===== src/hw/rtl/script_source_lexer_core_macros.svh =====
// Assertion macros for the script source lexer.
// Uses clk and rst_n of the module that includes this header.
`ifndef SCRIPT_SOURCE_LEXER_CORE_MACROS_SVH
`define SCRIPT_SOURCE_LEXER_CORE_MACROS_SVH

// Same-cycle implication.
`define SSL_ASSERT_NOW(lbl, ante, cons, msg) \
    lbl: assert property (@(posedge clk) disable iff (!rst_n) (ante) |-> (cons)) \
        else $error(msg);

// Next-cycle implication.
`define SSL_ASSERT_NEXT(lbl, ante, cons, msg) \
    lbl: assert property (@(posedge clk) disable iff (!rst_n) (ante) |=> (cons)) \
        else $error(msg);

`endif


===== src/hw/rtl/ssl_pkg.sv =====
// Shared types, codes and byte classification for the script source lexer.
// No dependencies.
package ssl_pkg;

    localparam logic [2:0] MODE_IDLE        = 3'd0;
    localparam logic [2:0] MODE_IDENT       = 3'd1;
    localparam logic [2:0] MODE_STRING      = 3'd2;
    localparam logic [2:0] MODE_NUMBER      = 3'd3;
    localparam logic [2:0] MODE_LINE        = 3'd4;
    localparam logic [2:0] MODE_BLOCK_OPEN  = 3'd5;
    localparam logic [2:0] MODE_BLOCK       = 3'd6;
    localparam logic [2:0] MODE_BLOCK_CLOSE = 3'd7;

    localparam logic [2:0] CLS_SKIP   = 3'd0;
    localparam logic [2:0] CLS_IDENT  = 3'd1;
    localparam logic [2:0] CLS_STRING = 3'd2;
    localparam logic [2:0] CLS_QUOTE  = 3'd3;
    localparam logic [2:0] CLS_NUMBER = 3'd4;
    localparam logic [2:0] CLS_MARK   = 3'd5;

    localparam logic [1:0] ERR_NONE    = 2'd0;
    localparam logic [1:0] ERR_COMMENT = 2'd1;
    localparam logic [1:0] ERR_STRING  = 2'd2;

    localparam logic [7:0] CH_SLASH = 8'h2F;
    localparam logic [7:0] CH_STAR  = 8'h2A;
    localparam logic [7:0] CH_QUOTE = 8'h22;
    localparam logic [7:0] CH_UNDER = 8'h5F;
    localparam logic [7:0] CH_DOT   = 8'h2E;
    localparam logic [7:0] CH_LOW_E = 8'h65;
    localparam logic [7:0] CH_UP_E  = 8'h45;
    localparam logic [7:0] CH_LF    = 8'h0A;
    localparam logic [7:0] CH_PLUS  = 8'h2B;
    localparam logic [7:0] CH_MINUS = 8'h2D;
    localparam logic [7:0] CH_SPACE = 8'h20;
    localparam logic [7:0] CH_TAB   = 8'h09;
    localparam logic [7:0] CH_CR    = 8'h0D;
    localparam logic [7:0] CH_0     = 8'h30;
    localparam logic [7:0] CH_9     = 8'h39;
    localparam logic [7:0] CH_LOW_A = 8'h61;
    localparam logic [7:0] CH_LOW_Z = 8'h7A;
    localparam logic [7:0] CH_UP_A  = 8'h41;
    localparam logic [7:0] CH_UP_Z  = 8'h5A;

    typedef struct packed {
        logic [7:0] tagged_byte;
        logic [2:0] byte_class;
        logic       token_begins;
        logic       end_of_source;
        logic [1:0] lex_error;
    } result_t;

    typedef struct packed {
        logic [2:0] next_mode;
        logic [2:0] cls;
        logic       beg;
    } lex_step_t;

    function automatic logic is_digit(input logic [7:0] c);
        return c >= CH_0 && c <= CH_9;
    endfunction

    function automatic logic is_alpha(input logic [7:0] c);
        return (c >= CH_LOW_A && c <= CH_LOW_Z) || (c >= CH_UP_A && c <= CH_UP_Z);
    endfunction

    function automatic logic is_space(input logic [7:0] c);
        return c == CH_SPACE || (c >= CH_TAB && c <= CH_CR);
    endfunction

    function automatic logic number_part(input logic [7:0] c);
        return is_digit(c) || c == CH_DOT || c == CH_LOW_E || c == CH_UP_E
            || c == CH_PLUS || c == CH_MINUS;
    endfunction

    // One lexer step: class, token start and mode after byte b.
    function automatic lex_step_t lex_classify(input logic [2:0] mode,
                                               input logic [7:0] b,
                                               input logic       la_ok,
                                               input logic [7:0] la);
        lex_step_t r;
        logic      fresh;
        r.cls       = CLS_SKIP;
        r.beg       = 1'b0;
        r.next_mode = mode;
        fresh       = 1'b0;
        case (mode)
            MODE_IDENT:
            begin
                if (is_alpha(b) || is_digit(b) || b == CH_UNDER)
                    r.cls = CLS_IDENT;
                else
                    fresh = 1'b1;
            end
            MODE_NUMBER:
            begin
                if (number_part(b))
                    r.cls = CLS_NUMBER;
                else
                    fresh = 1'b1;
            end
            MODE_STRING:
            begin
                if (b == CH_QUOTE)
                begin
                    r.cls       = CLS_QUOTE;
                    r.next_mode = MODE_IDLE;
                end
                else
                    r.cls = CLS_STRING;
            end
            MODE_LINE:
            begin
                if (b == CH_LF)
                    r.next_mode = MODE_IDLE;
            end
            MODE_BLOCK_OPEN:
            begin
                r.next_mode = MODE_BLOCK;
            end
            MODE_BLOCK:
            begin
                if (b == CH_STAR && la_ok && la == CH_SLASH)
                    r.next_mode = MODE_BLOCK_CLOSE;
            end
            MODE_BLOCK_CLOSE:
            begin
                r.next_mode = MODE_IDLE;
            end
            default:
            begin
                fresh = 1'b1;
            end
        endcase
        if (fresh)
        begin
            r.next_mode = MODE_IDLE;
            if (is_space(b))
                r.cls = CLS_SKIP;
            else if (b == CH_SLASH && la_ok && la == CH_SLASH)
                r.next_mode = MODE_LINE;
            else if (b == CH_SLASH && la_ok && la == CH_STAR)
                r.next_mode = MODE_BLOCK_OPEN;
            else
            begin
                r.beg = 1'b1;
                if (is_alpha(b) || b == CH_UNDER)
                begin
                    r.cls       = CLS_IDENT;
                    r.next_mode = MODE_IDENT;
                end
                else if (b == CH_QUOTE)
                begin
                    r.cls       = CLS_QUOTE;
                    r.next_mode = MODE_STRING;
                end
                else if (is_digit(b) || b == CH_DOT
                         || ((b == CH_MINUS || b == CH_PLUS) && la_ok
                             && (is_digit(la) || la == CH_DOT)))
                begin
                    r.cls       = CLS_NUMBER;
                    r.next_mode = MODE_NUMBER;
                end
                else
                    r.cls = CLS_MARK;
            end
        end
        return r;
    endfunction

endpackage


===== src/hw/rtl/ssl_src_if.sv =====
// Source byte channel of the script source lexer.
// No dependencies.
interface ssl_src_if;
    logic       valid;
    logic       ready;
    logic [7:0] source_byte;
    logic       final_byte;

    modport source (output valid, output source_byte, output final_byte, input ready);
    modport sink   (input valid, input source_byte, input final_byte, output ready);
endinterface


===== src/hw/rtl/ssl_res_if.sv =====
// Result channel of the script source lexer: one tagged byte per beat.
// No dependencies.
interface ssl_res_if;
    logic       valid;
    logic       ready;
    logic [7:0] tagged_byte;
    logic [2:0] byte_class;
    logic       token_begins;
    logic       end_of_source;
    logic [1:0] lex_error;

    modport source (output valid, output tagged_byte, output byte_class,
                    output token_begins, output end_of_source, output lex_error,
                    input ready);
    modport sink   (input valid, input tagged_byte, input byte_class,
                    input token_begins, input end_of_source, input lex_error,
                    output ready);
endinterface


===== src/hw/rtl/script_source_lexer_core.sv =====
// Script source lexer: takes one source byte per beat and returns one tagged byte
// per beat. Each byte is held until the next one arrives as lookahead, so its
// result leaves one input beat later; the final byte flushes the held byte and
// itself, two results from one beat. Results wait in a three-entry output queue;
// a byte is taken whenever the queue holds at most one result, independent of
// the result side's ready. Sustained rate is one byte per cycle while results
// are taken every cycle; after a final byte that flushes a held byte, input
// pauses while the queue drains back to one entry. lex_error is valid on the
// end_of_source result. Depends on ssl_pkg, ssl_src_if, ssl_res_if and the
// assertion macros.
`include "script_source_lexer_core_macros.svh"

module script_source_lexer_core (
    input  logic       clk,
    input  logic       rst_n,
    ssl_src_if.sink    src,
    ssl_res_if.source  res
);
    import ssl_pkg::*;

    logic [7:0] pending_byte_reg,  pending_byte_next;
    logic       pending_valid_reg, pending_valid_next;
    logic [2:0] mode_reg,          mode_next;
    logic [1:0] count_reg,         count_next;
    result_t    q_reg  [3];
    result_t    q_next [3];
    result_t    shifted [3];

    logic       accept;
    logic       pop;
    lex_step_t  step_held;
    lex_step_t  step_last;
    logic [2:0] mode_mid;
    result_t    res_held;
    result_t    res_last;
    result_t    push0;
    logic [1:0] n_push;
    logic [1:0] base;
    logic [1:0] err_last;

    assign accept = src.valid && src.ready;
    assign pop    = res.valid && res.ready;

    assign src.ready         = count_reg <= 2'd1;
    assign res.valid         = count_reg != 2'd0;
    assign res.tagged_byte   = q_reg[0].tagged_byte;
    assign res.byte_class    = q_reg[0].byte_class;
    assign res.token_begins  = q_reg[0].token_begins;
    assign res.end_of_source = q_reg[0].end_of_source;
    assign res.lex_error     = q_reg[0].lex_error;

    always_comb
    begin
        step_held = lex_classify(mode_reg, pending_byte_reg, 1'b1, src.source_byte);
        mode_mid  = pending_valid_reg ? step_held.next_mode : mode_reg;
        step_last = lex_classify(mode_mid, src.source_byte, 1'b0, 8'h00);

        case (step_last.next_mode)
            MODE_BLOCK, MODE_BLOCK_OPEN, MODE_BLOCK_CLOSE: err_last = ERR_COMMENT;
            MODE_STRING:                                   err_last = ERR_STRING;
            default:                                       err_last = ERR_NONE;
        endcase

        res_held.tagged_byte   = pending_byte_reg;
        res_held.byte_class    = step_held.cls;
        res_held.token_begins  = step_held.beg;
        res_held.end_of_source = 1'b0;
        res_held.lex_error     = ERR_NONE;

        res_last.tagged_byte   = src.source_byte;
        res_last.byte_class    = step_last.cls;
        res_last.token_begins  = step_last.beg;
        res_last.end_of_source = 1'b1;
        res_last.lex_error     = err_last;

        push0  = pending_valid_reg ? res_held : res_last;
        n_push = accept ? ({1'b0, pending_valid_reg} + {1'b0, src.final_byte}) : 2'd0;

        pending_byte_next  = pending_byte_reg;
        pending_valid_next = pending_valid_reg;
        mode_next          = mode_reg;
        if (accept)
        begin
            if (src.final_byte)
            begin
                pending_byte_next  = 8'h00;
                pending_valid_next = 1'b0;
                mode_next          = MODE_IDLE;
            end
            else
            begin
                pending_byte_next  = src.source_byte;
                pending_valid_next = 1'b1;
                mode_next          = mode_mid;
            end
        end
    end

    // Output queue: head at slot 0, shift on pop, append behind the survivors.
    always_comb
    begin
        shifted[0] = pop ? q_reg[1] : q_reg[0];
        shifted[1] = pop ? q_reg[2] : q_reg[1];
        shifted[2] = q_reg[2];
        base       = count_reg - {1'b0, pop};
        for (int i = 0; i < 3; i++)
        begin
            q_next[i] = shifted[i];
            if (n_push != 2'd0 && 2'(i) == base)
                q_next[i] = push0;
            if (n_push == 2'd2 && 2'(i) == 2'(base + 2'd1))
                q_next[i] = res_last;
        end
        count_next = count_reg - {1'b0, pop} + n_push;
    end

    always_ff @(posedge clk or negedge rst_n)
    begin
        if (!rst_n)
        begin
            pending_byte_reg  <= 8'h00;
            pending_valid_reg <= 1'b0;
            mode_reg          <= MODE_IDLE;
            count_reg         <= 2'd0;
        end
        else
        begin
            pending_byte_reg  <= pending_byte_next;
            pending_valid_reg <= pending_valid_next;
            mode_reg          <= mode_next;
            count_reg         <= count_next;
        end
    end

    always_ff @(posedge clk)
    begin
        for (int i = 0; i < 3; i++)
            q_reg[i] <= q_next[i];
    end

    `SSL_ASSERT_NEXT(a_final_flushes, accept && src.final_byte,
        !pending_valid_reg && mode_reg == MODE_IDLE, "final byte left lexer state behind")
    `SSL_ASSERT_NOW(a_err_only_at_end, res.valid && res.lex_error != ERR_NONE,
        res.end_of_source, "lex_error set on a non-final result")
    `SSL_ASSERT_NOW(a_begin_class, res.valid && res.token_begins,
        res.byte_class == CLS_IDENT || res.byte_class == CLS_QUOTE
        || res.byte_class == CLS_NUMBER || res.byte_class == CLS_MARK,
        "token start on a skipped or string byte")
    `SSL_ASSERT_NOW(a_no_overflow, accept,
        count_reg + n_push <= 2'd3 && count_reg <= 2'd1, "output queue overrun")

endmodule

===== src/flat_wrapper.sv =====
// flat-port wrapper written by rule: the top's interface ports become plain ports
module script_source_lexer_core_flat import ssl_pkg::*;
  (clk, rst_n, src_valid, src_source_byte, src_final_byte, src_ready, res_valid, res_tagged_byte, res_byte_class, res_token_begins, res_end_of_source, res_lex_error, res_ready);
  ssl_src_if src_i ();
  ssl_res_if res_i ();
  input  logic clk;
  input  logic rst_n;
  input wire logic [$bits(src_i.valid)-1:0] src_valid;
  input wire logic [$bits(src_i.source_byte)-1:0] src_source_byte;
  input wire logic [$bits(src_i.final_byte)-1:0] src_final_byte;
  output wire logic [$bits(src_i.ready)-1:0] src_ready;
  output wire logic [$bits(res_i.valid)-1:0] res_valid;
  output wire logic [$bits(res_i.tagged_byte)-1:0] res_tagged_byte;
  output wire logic [$bits(res_i.byte_class)-1:0] res_byte_class;
  output wire logic [$bits(res_i.token_begins)-1:0] res_token_begins;
  output wire logic [$bits(res_i.end_of_source)-1:0] res_end_of_source;
  output wire logic [$bits(res_i.lex_error)-1:0] res_lex_error;
  input wire logic [$bits(res_i.ready)-1:0] res_ready;
  assign src_i.valid = src_valid;
  assign src_i.source_byte = src_source_byte;
  assign src_i.final_byte = src_final_byte;
  assign src_ready = src_i.ready;
  assign res_valid = res_i.valid;
  assign res_tagged_byte = res_i.tagged_byte;
  assign res_byte_class = res_i.byte_class;
  assign res_token_begins = res_i.token_begins;
  assign res_end_of_source = res_i.end_of_source;
  assign res_lex_error = res_i.lex_error;
  assign res_i.ready = res_ready;
  script_source_lexer_core u_core (.clk(clk), .rst_n(rst_n), .src(src_i), .res(res_i));
endmodule

===== config.mk =====
export PLATFORM = sky130hd
export DESIGN_NAME = script_source_lexer_core_flat
export DESIGN_NICKNAME = d
export VERILOG_FILES = /design/src/hw/rtl/ssl_pkg.sv /design/src/hw/rtl/ssl_src_if.sv /design/src/hw/rtl/ssl_res_if.sv /design/src/hw/rtl/script_source_lexer_core.sv /design/src/flat_wrapper.sv
export VERILOG_INCLUDE_DIRS = /design/src /design/src/hw/rtl
export SDC_FILE = /design/constraint.sdc
export NUM_CORES = 1
export LEC_CHECK = 0
export ABC_AREA = 1
export BUFFER_PORTS_ARGS = -buffer_cell sky130_fd_sc_hd__clkbuf_2
export CORE_MARGIN = 1
export CORE_UTILIZATION = 60
export CTS_BUF_LIST = sky130_fd_sc_hd__clkbuf_4 sky130_fd_sc_hd__clkbuf_8 sky130_fd_sc_hd__clkbuf_16
export DETAILED_ROUTE_END_ITERATION = 6
export HOLD_SLACK_MARGIN = 0.03
export PLACE_DENSITY = 0.8
export SYNTH_ARGS = -nofsm -noshare
export SYNTH_HDL_FRONTEND = slang
export SYNTH_SLANG_ARGS = --single-unit

===== constraint.sdc =====
create_clock -name clk -period 5.4 [get_ports clk]
set_clock_uncertainty 0.15 [all_clocks]
set_input_delay 1.08 -clock clk [delete_from_list [all_inputs] [get_ports clk]]
set_output_delay 1.08 -clock clk [all_outputs]
set_load 0.01 [all_outputs]

After elaboration in Yosys (flattened, before gate mapping)
Memory sizes are Yosys's and may differ from the RTL's.
Index checks and enable logic that the tools add are counted.

storage, ports and cells
  register bits after elaboration = 14
  RAM bits = 45
  input bits = 13
  output and inout port bits = 17
  logic and storage cells = 180
  memories = 1

memories
  name          depth  width  rd ports  clocked after memory_dff  wr ports  line                            RTL
  u_core.q_reg  3      15     3         0                         3         script_source_lexer_core.sv:25  result_t q_reg [3];

cells by class
  add/sub/neg operators = 4
  $lt $le $gt $ge = 17
  equality and inequality tests = 45
  multiplexer cells = 60
  reductions and logical operators = 49

operators with widths
  kind                  count
  $mux W15              9
  $eq A8 B6 Y1 const B  14
  $eq A8 B7 Y1 const B  6
  $mux W3               15
  $mux W6               7
  $eq A3 B3 Y1 const B  11
  $ge A8 B7 Y1 const B  4
  $le A8 B7 Y1 const B  4
  $logic_or A1 B1 Y1    22
  $logic_and A1 B1 Y1   20
  $pmux W3 S3           2
  $eq A8 B4 Y1 const B  2
  $ge A8 B4 Y1 const B  2
  $ge A8 B6 Y1 const B  2
  $le A8 B4 Y1 const B  2
  $le A8 B6 Y1 const B  2
  $eq A3 B2 Y1 const B  5
  $pmux W3 S5           1
  $mux W7               2
  $mux W1               13
  $pmux W3 S4           1
  $reduce_or A5 Y1      2
  $mux W4               2
  $mux W8               1
  16 further kinds      24

Longest topological paths before layout
  depth in word-level cells = 27
  gate-level depth with buffers = 22
  mapped depth without buffers = 22

Worst setup path before layout
OpenSTA, ideal clock, no wires.

  kind = input to register
  from = input res_ready
  to = memory u_core.q_reg[0][22] (netlist bit) (data pin)
  library setup time = 0.267 ns
  arrival time = 2.718 ns
  data required time = 4.983 ns
  setup slack = 2.264 ns
  stages = 13
  buffers on the path = 1
  cell sequence = nand2_1 > inv_1 > ha_1 > or2_2 > nand2_1 > inv_1 > nor2_1 > nand2_1 > inv_1 > buf_1 > nand2_1 > o211ai_1 > o21ai_0

RTL lines
  what                line                            RTL
  start: declaration  flat_wrapper.sv:18              input wire logic [$bits(res_i.ready)-1:0] res_ready;
  end: declaration    script_source_lexer_core.sv:25

==> flow_summary.json <==
{
  "yosys_warnings": 0,
  "cts_tree": "yes",
  "rsz0062_at_grt": "no",
  "path_delay_family": "simple AND/OR/NAND/NOR gates",
  "syn_inst": 516,
  "r2r-end": "u_core.q_reg[0][0]$_DFFE_PP_",
  "clkLatencyLatePin_ns": 0.35,
  "swShare_pct": 46.6,
  "min_period_ns": 3.66,
  "report.final.hold_viol_count": 0,
  "core_sq_um": 6310,
  "min_to": "u_core.q_reg[0][32]$_SDFFE_PP1P_",
  "die_h_microns": 82.8,
  "p_leak_nw": 1.88,
  "reg2reg_depth": 7,
  "vdd_drop_max_mv": 0.440,
  "crit_path_frequent_cell": "nand2_1",
  "cts_buffers": 9,
  "relSlewSlack_pct": 37.8,
  "htreeDepth": 3,
  "area_growth_pct": 7.70,
  "r2r-start": "u_core.pending_valid_reg$_DFFE_PN0P_",
  "clk_pin_slew_ns": 0.06,
  "fin_tns_setup_ns": 0,
  "status": "finished clean",
  "dieWidth_microns": 82.8,
  "cp-start-kind": "input port",
  "final_cell_mix": "nand2_1, nor2_1, inv_1",
  "comb_power_share_pct": 50.3,
  "grt.total_usage_pct": 32.5,
  "gp_congestion": 0.959,
  "grt_pass1_wl_microns": 16400,
  "ys_ff_latch": 59,
  "io_pins": 30,
  "n_antenna_cell": 0,
  "cp_max_fo": 24,
  "rrSetupSlack_ns": 1.81,
  "cts_buffer_depth": 2,
  "fmax_ghz": 0.273,
  "critPathLaunch": "res_ready",
  "place_hpwl_microns": 7520,
  "slowest_delay_ns": 0.56,
  "crit_type": "in2reg",
  "cap_violations": 0,
  "via_per_inst": 6.08,
  "wl_per_cell_microns": 16.7,
  "path_cells": "clkbuf_2 > nand2_1 > inv_1 > ha_1 > or2_2 > nand2_1 > inv_1 > nor2_1 > nand2_1 > inv_1 > nor2_1 > nand2_1",
  "dieArea_sq_um": 6850,
  "p_seq_share_pct": 31.6,
  "synth_nets": 532,
  "drtIter0Drc": 441,
  "dr.pass1.iters": 6,
  "power.density_nw_per_um2": 607,
  "rows": 29,
  "setup_violations": 0,
  "arrival_ns": 3.50,
  "vias": 3691,
  "ant_nets": 0,
  "final_common_cell": "nand2_1",
  "worstHoldStart": "u_core.q_reg[0][32]$_SDFFE_PP1P_",
  "cts-root-buf": "clkbuf_8",
  "worstHoldPathCells": 2,
  "place_ws_ns": 1.41,
  "final_layout_size_suffix_gt1_share_pct": 16.6,
  "critical_path_buf_inv_count": 4,
  "crit_required_ns": 5.24,
  "grt_max_degree": 31,
  "synth_area_sq_um": 3920,
  "largest_register_ffs": 45,
  "worst_slew_pin_slew_ns": 0.933,
  "p_int_w": 0.00137,
  "power_switching_w": 0.00119,
  "p_clk_share_pct": 18.2,
  "totalWireLength_microns": 10100,
  "drc": 0,
  "gr-total-overflow": 0,
  "cts_setup_buffers": 0,
  "ys.flop_type": "edfxtp_1",
  "hold_buffers": 0,
  "grt_pass1_vias": 3360,
  "synth_edf_count": 42,
  "antenna_found_initial": 0,
  "final_nets": 541,
  "synth-async-reset-ratio_pct": 23.7,
  "cts_sinks": 59,
  "finalWorstSetupSlack_ns": 1.74,
  "maxSlewViolCount": 0,
  "min-delay-path-class": "reg2reg",
  "ctsResizeCount": 0,
  "synth-seq-area-share_pct": 42.7,
  "start_util_pct": 62.0,
  "fin_crit_sh_pct": 67.8,
  "port_buffers": 29,
  "cp_slowest_cell": "inv_1",
  "syn_avg_cell_area_sq_um": 7.59,
  "synthDistinctLibCells": 40,
  "cp-end-kind": "flop"
}
[synthesized netlist by cell type (5+ instances only)]
master / count / area share [%]
inv_1: 54 / 5.2
o21ai_0: 38 / 4.9
nand2_2: 12 / 1.9
nor3_1: 8 / 1.0
o22ai_1: 23 / 3.7
nand3_1: 28 / 3.6
nand4_1: 6 / 0.96
edfxtp_1: 42 / 32
dfrtp_1: 14 / 8.9
inv_2: 8 / 0.77
nand3_2: 8 / 2.0
a21oi_1: 12 / 1.5
buf_2: 5 / 0.64
nand2_1: 117 / 11
nor2_1: 63 / 6.0
clkbuf_1: 9 / 0.86
o211ai_1: 16 / 3.1
buf_4: 13 / 2.5
[worst max path at each step]
stage | to | depth (start not counted)
after floorplan | u_core.q_reg[0][22]$_DFFE_PP_ | 13
after global placement | u_core.q_reg[0][0]$_DFFE_PP_ | 12
after detailed placement | u_core.q_reg[0][10]$_DFFE_PP_ | 12
after CTS | u_core.q_reg[0][0]$_DFFE_PP_ | 12
after global routing | u_core.q_reg[0][0]$_DFFE_PP_ | 7
final | u_core.q_reg[0][0]$_DFFE_PP_ | 12
[power by group through the flow]
stage	Sequential (W)	Combinational, W	Clock, W
floorplan	0.000751	0.00102	0
global placement	0.000808	0.00122	0
detailed placement	0.000815	0.00125	0
CTS	0.000806	0.00126	0.000464
global route	0.000830	0.00143	0.000481
finish	0.000807	0.00129	0.000465
[cells by family (layout without fill, tap and decap cells)]
kind of cell,Yosys count,in the layout,synth area share [%]
xor gates and xnor gates,1,1,0.224
buffers and inverters,94,108,10.4
adders and majority gates,3,3,0.959
AOI/OAI and AO/OA,105,105,16.5
DFF,59,59,42.7
and+or+nand+nor,254,254,29.2
[per-layer routing]
metal / share of wire (%) / vias up / GRT usage, %
met4: 2.5 / 0 / 11.2
met1: 41 / 1678 / 43.4
met5: 0 / - / 0
met2: 46 / 239 / 51.6
met3: 10 / 24 / 7.21
li1: - / 1750 / -
[tightest hold or removal path: cells and delay by family, from the launching register on]
family / cells / cell delay [ns]
flip-flops: 1 / 0.32
AND/OR/NAND/NOR: 2 / 0.11
[per-stage QoR]
stage	total power (W)	hold WS, ns	utilization, %	cells	area (sq um)
2_1_floorplan	0.00178	0.277	-	516	3920
3_3_place_gp	0.00203	0.305	63.1	591	3990
3_5_place_dp	0.00207	0.317	63.1	591	3990
4_1_cts	0.00253	0.326	66.8	607	4220
5_1_grt	0.00274	0.340	66.8	607	4220
6_report	0.00256	0.324	66.8	607	4220
[cell type report]
type / instances / area [sq um]
fillers: 559 / 2100
clock inverters: 4 / 73.8
multi-input cells: 363 / 1840
repair buffers: 29 / 145
clock buffers: 12 / 159
well taps: 77 / 96.3
flip-flops and latches: 59 / 1670
inverters: 63 / 236
(Power assumes the default switching activity.)
